### config.mk
export PLATFORM = sky130hd
export DESIGN_NAME = priority_timer_event_queue
export DESIGN_NICKNAME = d
export VERILOG_FILES = /design/src/rtl/core/ptq_pkg.sv /design/src/rtl/core/priority_timer_event_queue.sv /design/src/rtl/core/ptq_cell.sv
export VERILOG_INCLUDE_DIRS = /design/src /design/src/rtl/core
export SDC_FILE = /design/constraint.sdc
export NUM_CORES = 2
export LEC_CHECK = 0
export ABC_CLOCK_PERIOD_IN_PS = 8550
export BUFFER_PORTS_ARGS = -buffer_cell sky130_fd_sc_hd__buf_2
export CAP_MARGIN = 20
export CORE_ASPECT_RATIO = 0.5
export CORE_MARGIN = 2
export CORE_UTILIZATION = 30
export DETAILED_ROUTE_END_ITERATION = 16
export PLACE_DENSITY_LB_ADDON = 0.2
export SLEW_MARGIN = 0
export SYNTH_ARGS = -nofsm -noshare
export SYNTH_HDL_FRONTEND = slang
export SYNTH_SLANG_ARGS = --single-unit
### constraint.sdc
create_clock -name clk -period 8.55 [get_ports clk]
set_clock_uncertainty 0.05 [all_clocks]
set_input_delay 1.71 -clock clk [delete_from_list [all_inputs] [get_ports clk]]
set_output_delay 1.71 -clock clk [all_outputs]
set_load 0.02 [all_outputs]
### src/rtl/core/priority_timer_event_queue_assert.svh
// Assertion macros for the queue RTL (included by priority_timer_event_queue).
`ifndef PRIORITY_TIMER_EVENT_QUEUE_ASSERT_SVH
`define PRIORITY_TIMER_EVENT_QUEUE_ASSERT_SVH

`ifndef NO_ASSERTIONS

`define PTQ_ASSERT(lbl, prop, msg) \
    lbl: assert property (@(posedge clk) disable iff (!rst_n) prop) else $error(msg);

`define PTQ_NEVER(lbl, cond, msg) \
    lbl: assert property (@(posedge clk) disable iff (!rst_n) !(cond)) else $error(msg);

`else

`define PTQ_ASSERT(lbl, prop, msg)

`define PTQ_NEVER(lbl, cond, msg)

`endif

`endif

### src/rtl/core/ptq_pkg.sv
package ptq_pkg;

    localparam int PTQ_DEPTH = 16;
    localparam logic [19:0] PTQ_WINDOW_RESET = 20'd5000;

    typedef struct packed {
        logic [31:0] ev_time;
        logic [7:0]  ev_pri;
        logic [7:0]  ev_kind;
        logic [15:0] ev_tag;
    } entry_t;

    typedef enum logic [1:0] {
        CELL_HOLD,
        CELL_REMOVE,
        CELL_INSERT
    } cell_mode_t;

    typedef struct packed {
        cell_mode_t mode;
        entry_t     ent;
    } cell_cmd_t;

    typedef enum logic [2:0] {
        RK_QUEUED   = 3'd0,
        RK_DUE      = 3'd1,
        RK_ARM      = 3'd2,
        RK_DISPATCH = 3'd3,
        RK_OVERFLOW = 3'd4,
        RK_PAST     = 3'd5
    } rk_t;

    typedef enum logic [2:0] {
        S_IDLE,
        S_SET_RM,
        S_SET_INS,
        S_SET_HEAD,
        S_SRV_CHK,
        S_SCAN,
        S_DISP,
        S_FINAL
    } state_t;

    typedef struct packed {
        logic        op;
        logic [31:0] now_time;
        logic [31:0] event_time;
        logic [7:0]  event_priority;
        logic [7:0]  event_kind;
        logic [15:0] event_tag;
        logic [7:0]  running_priority;
    } req_t;

    typedef struct packed {
        logic [2:0]  result_kind;
        logic [31:0] out_time;
        logic [7:0]  out_priority;
        logic [7:0]  out_kind;
        logic [15:0] out_tag;
        logic [31:0] arm_interval;
        logic [3:0]  slot;
        logic        last;
    } rsp_t;

endpackage

### src/rtl/core/priority_timer_event_queue.sv
// Sorted timer event queue with priority dispatch.
// req channel (req_valid/req_stall/req): one item per set or service request.
// rsp channel (rsp_valid/rsp_stall/rsp): one or more result items per request;
// the final one carries last = 1. A service whose head priority does not beat
// the running priority gives no result at all.
// The queue is a row of cells, one per entry, shifting towards the head on
// removal and away from it on insertion.
// Set: match and remove, insert, report, one state each (S_SET_RM, S_SET_INS,
// S_SET_HEAD); the next item can be taken in the cycle after the result is loaded.
// Service: a check state, then per dispatch a scan over the occupied cells (one
// cell a cycle through a shared compare) and a state to issue and remove; a
// final state reports the arm interval or past due.
// req_stall is high while a request is in work; the output register lets the
// next request in while the last result still waits.
// A stalled receiver holds the block at the next result until taken.
// Reset empties the queue and sets window_reg to 5000; entry contents are
// not cleared.
module priority_timer_event_queue
    import ptq_pkg::*;
#(
    parameter int QUEUE_DEPTH = PTQ_DEPTH,
    localparam int CNT_W = $clog2(QUEUE_DEPTH + 1),
    localparam int IDX_W = $clog2(QUEUE_DEPTH)
)
(
    input  logic        clk,
    input  logic        rst_n,
    input  logic        req_valid,
    output logic        req_stall,
    input  req_t        req,
    output logic        rsp_valid,
    input  logic        rsp_stall,
    output rsp_t        rsp,
    input  logic        psel,
    input  logic        penable,
    input  logic        pwrite,
    input  logic [2:0]  paddr,
    input  logic [31:0] pwdata,
    output logic [31:0] prdata,
    output logic        pready
);

    localparam logic [CNT_W-1:0] FULL = CNT_W'(QUEUE_DEPTH);

    state_t           state_reg, state_next;
    logic [CNT_W-1:0] count_reg, count_next;
    req_t             req_reg;
    logic [32:0]      cutoff_reg;
    logic [7:0]       pri_use_reg, pri_use_next;
    logic [IDX_W-1:0] pos_reg, pos_next;
    logic [IDX_W-1:0] scan_idx_reg, scan_idx_next;
    logic             found_reg, found_next;
    entry_t           best_reg, best_next;
    logic [IDX_W-1:0] best_idx_reg, best_idx_next;
    logic [19:0]      window_reg;
    rsp_t             rsp_reg, rsp_next;
    logic             rsp_valid_reg, rsp_valid_next;

    cell_cmd_t        cmd;
    logic [IDX_W-1:0] rm_idx;
    entry_t           cell_entry [QUEUE_DEPTH];
    logic [QUEUE_DEPTH-1:0] cell_hit;
    logic [QUEUE_DEPTH-1:0] cell_match;

    logic             can_load;
    logic             load;
    logic             any_match;
    logic [IDX_W-1:0] match_idx;
    logic [7:0]       match_pri;
    logic [IDX_W-1:0] ins_pos;
    entry_t           head;
    entry_t           scan_ent;
    logic             scan_take;
    logic             scan_last;
    logic             head_due;
    logic             head_later;

    genvar g;
    generate
        for (g = 0; g < QUEUE_DEPTH; g++)
        begin : g_cell
            entry_t left_e;
            entry_t right_e;
            logic   left_h;
            if (g == 0)
            begin : g_first
                assign left_e = '0;
                assign left_h = 1'b0;
            end
            else
            begin : g_mid
                assign left_e = cell_entry[g-1];
                assign left_h = cell_hit[g-1];
            end
            if (g == QUEUE_DEPTH - 1)
            begin : g_end
                assign right_e = cell_entry[g];
            end
            else
            begin : g_inner
                assign right_e = cell_entry[g+1];
            end
            ptq_cell #(
                .QUEUE_DEPTH (QUEUE_DEPTH),
                .IDX         (g)
            ) u_cell (
                .clk         (clk),
                .cmd         (cmd),
                .count       (count_reg),
                .rm_idx      (rm_idx),
                .left_entry  (left_e),
                .left_hit    (left_h),
                .right_entry (right_e),
                .entry       (cell_entry[g]),
                .hit         (cell_hit[g]),
                .match       (cell_match[g])
            );
        end
    endgenerate

    // lowest matching cell and its priority
    always_comb
    begin
        any_match = 1'b0;
        match_idx = '0;
        match_pri = '0;
        for (int j = 0; j < QUEUE_DEPTH; j++)
        begin
            if (cell_match[j] && !any_match)
            begin
                match_idx = IDX_W'(j);
                match_pri = cell_entry[j].ev_pri;
            end
            any_match = any_match | cell_match[j];
        end
    end

    // hits form a suffix; the insertion point is its first cell
    always_comb
    begin
        ins_pos = '0;
        for (int j = QUEUE_DEPTH - 1; j >= 0; j--)
        begin
            if (cell_hit[j])
            begin
                ins_pos = IDX_W'(j);
            end
        end
    end

    assign head       = cell_entry[0];
    assign scan_ent   = cell_entry[scan_idx_reg];
    assign scan_take  = ({1'b0, scan_ent.ev_time} < cutoff_reg)
                        && (scan_ent.ev_pri > best_reg.ev_pri);
    assign scan_last  = scan_idx_reg == IDX_W'(count_reg - 1'b1);
    assign head_due   = {1'b0, head.ev_time} < cutoff_reg;
    assign head_later = head.ev_time > req_reg.now_time;
    assign can_load   = !rsp_valid_reg || !rsp_stall;

    // next state
    always_comb
    begin
        state_next = state_reg;
        unique case (state_reg)
            S_IDLE:
            begin
                if (req_valid)
                begin
                    state_next = req.op ? S_SRV_CHK : S_SET_RM;
                end
            end
            S_SET_RM:
            begin
                if (any_match || count_reg != FULL)
                begin
                    state_next = S_SET_INS;
                end
                else if (can_load)
                begin
                    state_next = S_IDLE;
                end
            end
            S_SET_INS:
            begin
                state_next = S_SET_HEAD;
            end
            S_SET_HEAD:
            begin
                if (can_load)
                begin
                    state_next = S_IDLE;
                end
            end
            S_SRV_CHK:
            begin
                if (count_reg == '0)
                begin
                    if (can_load)
                    begin
                        state_next = S_IDLE;
                    end
                end
                else if (head.ev_pri <= req_reg.running_priority)
                begin
                    state_next = S_IDLE;
                end
                else
                begin
                    state_next = S_SCAN;
                end
            end
            S_SCAN:
            begin
                if (scan_last)
                begin
                    state_next = (found_reg || scan_take) ? S_DISP : S_FINAL;
                end
            end
            S_DISP:
            begin
                if (can_load)
                begin
                    state_next = (count_reg == CNT_W'(1)) ? S_IDLE : S_SCAN;
                end
            end
            S_FINAL:
            begin
                if (can_load)
                begin
                    state_next = S_IDLE;
                end
            end
            default:
            begin
                state_next = S_IDLE;
            end
        endcase
    end

    // datapath and cell commands
    always_comb
    begin
        cmd.mode       = CELL_HOLD;
        cmd.ent        = '{ev_time: req_reg.event_time, ev_pri: pri_use_reg,
                           ev_kind: req_reg.event_kind, ev_tag: req_reg.event_tag};
        rm_idx         = '0;
        count_next     = count_reg;
        pri_use_next   = pri_use_reg;
        pos_next       = pos_reg;
        scan_idx_next  = scan_idx_reg;
        found_next     = found_reg;
        best_next      = best_reg;
        best_idx_next  = best_idx_reg;
        load           = 1'b0;
        rsp_next       = '0;
        unique case (state_reg)
            S_SET_RM:
            begin
                if (any_match)
                begin
                    cmd.mode     = CELL_REMOVE;
                    rm_idx       = match_idx;
                    count_next   = count_reg - 1'b1;
                    pri_use_next = match_pri;
                end
                else if (count_reg == FULL)
                begin
                    load                 = can_load;
                    rsp_next.result_kind = RK_OVERFLOW;
                    rsp_next.last        = 1'b1;
                end
                else
                begin
                    pri_use_next = req_reg.event_priority;
                end
            end
            S_SET_INS:
            begin
                cmd.mode   = CELL_INSERT;
                count_next = count_reg + 1'b1;
                pos_next   = ins_pos;
            end
            S_SET_HEAD:
            begin
                load          = can_load;
                rsp_next.last = 1'b1;
                if (pos_reg != '0)
                begin
                    rsp_next.result_kind = RK_QUEUED;
                    rsp_next.slot        = 4'(pos_reg);
                end
                else if (head_due)
                begin
                    rsp_next.result_kind = RK_DUE;
                end
                else if (head_later)
                begin
                    rsp_next.result_kind  = RK_ARM;
                    rsp_next.arm_interval = head.ev_time - req_reg.now_time;
                end
                else
                begin
                    rsp_next.result_kind = RK_PAST;
                end
            end
            S_SRV_CHK:
            begin
                scan_idx_next   = '0;
                found_next      = 1'b0;
                best_next       = '0;
                if (count_reg == '0)
                begin
                    load                 = can_load;
                    rsp_next.result_kind = RK_PAST;
                    rsp_next.last        = 1'b1;
                end
            end
            S_SCAN:
            begin
                if (scan_take)
                begin
                    best_next     = scan_ent;
                    best_idx_next = scan_idx_reg;
                    found_next    = 1'b1;
                end
                scan_idx_next = scan_idx_reg + 1'b1;
            end
            S_DISP:
            begin
                load                  = can_load;
                rsp_next.result_kind  = RK_DISPATCH;
                rsp_next.out_time     = best_reg.ev_time;
                rsp_next.out_priority = best_reg.ev_pri;
                rsp_next.out_kind     = best_reg.ev_kind;
                rsp_next.out_tag      = best_reg.ev_tag;
                rsp_next.last         = count_reg == CNT_W'(1);
                if (can_load)
                begin
                    cmd.mode      = CELL_REMOVE;
                    rm_idx        = best_idx_reg;
                    count_next    = count_reg - 1'b1;
                    scan_idx_next = '0;
                    found_next    = 1'b0;
                    best_next     = '0;
                end
            end
            S_FINAL:
            begin
                load          = can_load;
                rsp_next.last = 1'b1;
                if (head_later)
                begin
                    rsp_next.result_kind  = RK_ARM;
                    rsp_next.arm_interval = head.ev_time - req_reg.now_time;
                end
                else
                begin
                    rsp_next.result_kind = RK_PAST;
                end
            end
            default:
            begin
                cmd.mode = CELL_HOLD;
            end
        endcase
    end

    always_comb
    begin
        rsp_valid_next = rsp_valid_reg;
        if (load)
        begin
            rsp_valid_next = 1'b1;
        end
        else if (!rsp_stall)
        begin
            rsp_valid_next = 1'b0;
        end
    end

    always_ff @(posedge clk or negedge rst_n)
    begin
        if (!rst_n)
        begin
            state_reg     <= S_IDLE;
            count_reg     <= '0;
            rsp_valid_reg <= 1'b0;
            window_reg    <= PTQ_WINDOW_RESET;
        end
        else
        begin
            state_reg     <= state_next;
            count_reg     <= count_next;
            rsp_valid_reg <= rsp_valid_next;
            if (psel && penable && pwrite && paddr[2] == 1'b0)
            begin
                window_reg <= pwdata[19:0];
            end
        end
    end

    always_ff @(posedge clk)
    begin
        if (state_reg == S_IDLE && req_valid)
        begin
            req_reg    <= req;
            cutoff_reg <= {1'b0, req.now_time} + {13'd0, window_reg};
        end
        pri_use_reg  <= pri_use_next;
        pos_reg      <= pos_next;
        scan_idx_reg <= scan_idx_next;
        found_reg    <= found_next;
        best_reg     <= best_next;
        best_idx_reg <= best_idx_next;
        if (load)
        begin
            rsp_reg <= rsp_next;
        end
    end

    assign req_stall = state_reg != S_IDLE;
    assign rsp_valid = rsp_valid_reg;
    assign rsp       = rsp_reg;
    assign pready    = 1'b1;
    assign prdata    = (paddr[2] == 1'b0) ? {12'd0, window_reg} : 32'd0;

`include "priority_timer_event_queue_assert.svh"

    `PTQ_NEVER(a_count_bound, count_reg > FULL, "entry count beyond depth")
    `PTQ_ASSERT(a_insert_grows, state_reg == S_SET_INS |=> count_reg == $past(count_reg) + 1'b1, "insert did not grow queue")
    `PTQ_ASSERT(a_disp_shrinks, state_reg == S_DISP && can_load |=> count_reg == $past(count_reg) - 1'b1, "dispatch did not shrink queue")
    `PTQ_NEVER(a_scan_nonempty, state_reg == S_SCAN && count_reg == '0, "scan over empty queue")

endmodule

### src/rtl/core/ptq_cell.sv
module ptq_cell
    import ptq_pkg::*;
#(
    parameter int QUEUE_DEPTH = PTQ_DEPTH,
    parameter int IDX = 0,
    localparam int CNT_W = $clog2(QUEUE_DEPTH + 1),
    localparam int IDX_W = $clog2(QUEUE_DEPTH)
)
(
    input  logic             clk,
    input  cell_cmd_t        cmd,
    input  logic [CNT_W-1:0] count,
    input  logic [IDX_W-1:0] rm_idx,
    input  entry_t           left_entry,
    input  logic             left_hit,
    input  entry_t           right_entry,
    output entry_t           entry,
    output logic             hit,
    output logic             match
);

    localparam logic [CNT_W-1:0] MY_POS = CNT_W'(IDX);

    entry_t entry_reg;
    entry_t entry_next;
    logic   occupied;

    assign occupied = MY_POS < count;
    assign match    = occupied && (entry_reg.ev_kind == cmd.ent.ev_kind)
                      && (entry_reg.ev_tag == cmd.ent.ev_tag);
    // insertion point and everything after it
    assign hit      = !occupied || (cmd.ent.ev_time < entry_reg.ev_time);
    assign entry    = entry_reg;

    always_comb
    begin
        entry_next = entry_reg;
        case (cmd.mode)
            CELL_REMOVE:
            begin
                if (CNT_W'(rm_idx) <= MY_POS)
                begin
                    entry_next = right_entry;
                end
            end
            CELL_INSERT:
            begin
                if (left_hit)
                begin
                    entry_next = left_entry;
                end
                else if (hit)
                begin
                    entry_next = cmd.ent;
                end
            end
            default:
            begin
                entry_next = entry_reg;
            end
        endcase
    end

    always_ff @(posedge clk)
    begin
        entry_reg <= entry_next;
    end

endmodule

==> key figures <==
Status
  – Status: finished, final reports clean

Timing
  – Period utilization: 80.7%
  – Slew headroom: between 10% and 20%
  – Final Setup Violations: 0
  – Maximum clock rate: 145 MHz
  – Max Slew Vio Count: 0
  – Post-route minimum period: 6.90 ns
  – Fin Hold WS: 0.491 ns
  – Least-Margin Pin Slew: 1.27 ns
  – Hold Vio Cnt, Final: 0
  – RSZ-0062 raised after global routing: no
  – Final TNS setup: 0 ns

Clocking
  – Setup Buffers After CTS: 0
  – Root Buffer Master: clkbuf_16
  – CTS resizes: 0
  – Clk buf depth: 4
  – Hold_buf cts: 0
  – CTS tree: built
  – Clock transition at path regs: 0.06 ns
  – TritonCTS Buffers: 162
  – H-Tree Level Count: 4
  – TritonCTS Sinks: around 1400
  – Worst skew pair latency: 0.87 ns

Logic synthesis
  – Yosys top cell by area: edfxtp_1
  – Largest family of logic cells by synthesized area: multiplexers
  – Post-synth top flop: edfxtp_1
  – Synth Area in Simple Gates: between 10% and 20%
  – Register bit count reported by yosys: 1379
  – Synth Area in Adders: 8.35%
  – Post-synth top area share: 42.5%
  – Syn_area_per_cell: 10.5 um^2
  – Yosys synthesis warning count: 0
  – Area fraction in compound gates after synthesis: 11.3%
  – EDFF count, synth: around 1400
  – Synth area leaders: edfxtp_1, ha_1, mux2i_1
  – Seq/Total Area, Yosys: 43.3%
  – Post-synth cell types: 89
  – Syn Std Cell Area: 95400 um^2
  – XOR/XNOR share of the synthesized area: between 4 and 5%
  – Post-Synthesis Cells: 9105
  – Post-synthesis mux area share: 16.7%
  – Async SR Flop Fraction: 2.10%

Power
  – Pwr Density: 483 nW/um^2
  – VDD IR-drop max: 643 uV
  – Total power: 51.7 mW
  – Pleak: 41.6 nW

Final layout
  – Register area: 41300 um^2
  – Final Cell Area: 107000 um^2
  – Fillers: 32300
  – Multi-input gate area in the final layout: 49700 um^2
  – Commonest non-fill, non-tap cells in the layout: edfxtp_1, a21oi_1, nor2_1, mux2i_1, inv_1
  – Area Overhead vs Synth: 12.4%
  – Most common cell after layout, fill and taps aside: edfxtp_1
  – Final Util: between 30% and 40%
  – Max reg flops: between 1000 and 1500
  – Layout cells sized above 1: 12.9%
  – Final #Nets: 9920

Worst setup path
  – Critical path peak fanout: 46
  – CP Data Arrival Time: 7.31 ns
  – Setup slack, reg-to-reg: between 1.5 and 2 ns
  – Crit. End Element: flip-flop
  – Setup Crit Path Kind: flip-flop to flip-flop
  – WP data required: approximately 9.0 ns
  – Setup crit start kind: flip-flop

Place
  – DPL Wire Length: roughly 260 mm
  – Total placed instance area: 102000 um^2
  – Port bufs: 258
  – Routability cong.: 0.929

Detailed routing
  – Initial DRT Pass Iterations: 7
  – Via Count: 72700
  – DRT antenna net count: 0
  – DRC errors left: 0
  – Avg WL per Cell: 27.2 um
  – Routed Wire Length: 367 mm
  – 1st-iter DRT viols: 7579
  – Vias/cell: 5.39

Floorplanning
  – Die area: 323000 um^2
  – Rows: between 100 and 150
  – Boundary Pins: roughly 290
  – Initial Utilization: 30.1%
  – Core area: 316000 um^2
  – Die Wd: 801 um
  – Die Height: 403 um

Global route
  – Total GRT Usage: 21.9%
  – Vias in the first global route: roughly 70000
  – Largest net degree at the start of global routing: between 200 and 300
  – Antenna violations before repair: 35
  – First-pass GRT wire length: 519 mm
  – Total gr overflow: 0

Job
  – Max Cap Violations: 0

Worst hold path
  – HP Class: flip-flop to flip-flop
[kinds of logic (layout without fill, tap and decap cells)]
group,Yosys count,count (layout)
flip-flops,1379,1379
multiplexers,1179,1179
other,2,32
AO/OA/AOI/OAI,1899,1899
XOR/XNOR,455,455
adder cells (fa/ha/maj),635,635
AND/OR/NAND/NOR,2287,2287
buffers and inverters,1269,1411
[metal layers]
layer	vias up	part of all wire, %	GRT usage (%)
met1	36300	45	30.8
met2	2490	45	35.0
met5	-	0.0074	0
met4	4	3.2	6.47
met3	446	6.4	3.39
li1	33500	-	-
[cells in the mapped netlist, types with 13 or more instances]
cell / count
and2_1: 91
nand4_1: 161
or3_1: 19
xor2_1: 206
nand2_1: 291
mux4_2: 320
o31ai_1: 13
dfrtp_1: 24
clkbuf_1: 464
a31oi_1: 31
a21o_1: 96
buf_2: 47
a21oi_1: 1234
and4_1: 14
mux2i_1: 773
nor4_1: 87
a221oi_1: 14
a211oi_1: 51
buf_1: 84
nand2b_1: 34
and3_1: 81
mux2_2: 86
a2111oi_0: 21
o211ai_1: 29
edfxtp_1: 1350
or4_1: 21
buf_4: 20
inv_1: 651
nor2_1: 1228
nand3_1: 80
o21bai_1: 14
nor2b_1: 54
nor3_1: 70
ha_1: 633
o21a_1: 34
a22oi_1: 13
o21ai_0: 222
xnor2_1: 249
[worst max-delay path: stages, from the launching register on]
cell,delay (ns)
edfxtp_1,1.02
buf_4,0.42
xnor2_1,0.15
nand2_1,0.07
nor4b_1,0.65
nand3_1,0.62
nand3_1,0.27
nor3b_1,0.11
a21oi_1,0.54
nor2_1,0.20
inv_1,0.11
ha_1,0.49
a21o_1,0.35
a31o_2,0.26
a31oi_4,0.15
buf_4,0.85
[cell type report]
type	count	area share [%]
multi-input cells	6468	46.4
flip-flops and latches	1379	38.5
well taps	4218	4.93
clock buffers	197	4.02
repair buffers	476	3.06
inverters	651	2.28
clock inverters	87	0.757
diodes	19	0.0444
[where the power goes]
part           switching [mW]  leakage, nW  internal, mW
registers                3.69         12.9          12.9
logic                    17.7         26.2          10.3
clock network            3.12         2.51          4.01
[final timing paths]
kind,start,to,cells after the start
min in group asynchronous,rst_n,window_reg[5]$_DFFE_PN0P_,1
setup reg to reg,cmd[5]$_DFFE_PP_,g_cell[4].u_cell.entry[38]$_DFFE_PP_,15
setup / recovery,cmd[5]$_DFFE_PP_,g_cell[4].u_cell.entry[38]$_DFFE_PP_,15
max in group asynchronous,rst_n,state_reg[2]$_DFFE_PN0P_,1
hold reg to reg,window_reg[1]$_DFFE_PN0P_,window_reg[1]$_DFFE_PN0P_,1
hold / removal,window_reg[1]$_DFFE_PN0P_,window_reg[1]$_DFFE_PN0P_,1
[per-stage QoR]
stage	std cells	worst slack [ns]
global placement	13200	1.84
floorplan	9116	-0.518
detailed placement	13200	1.88
CTS	13500	1.83
global route	13500	1.56
finish	13500	1.65
Note: power is estimated with default switching activity, not from simulation.
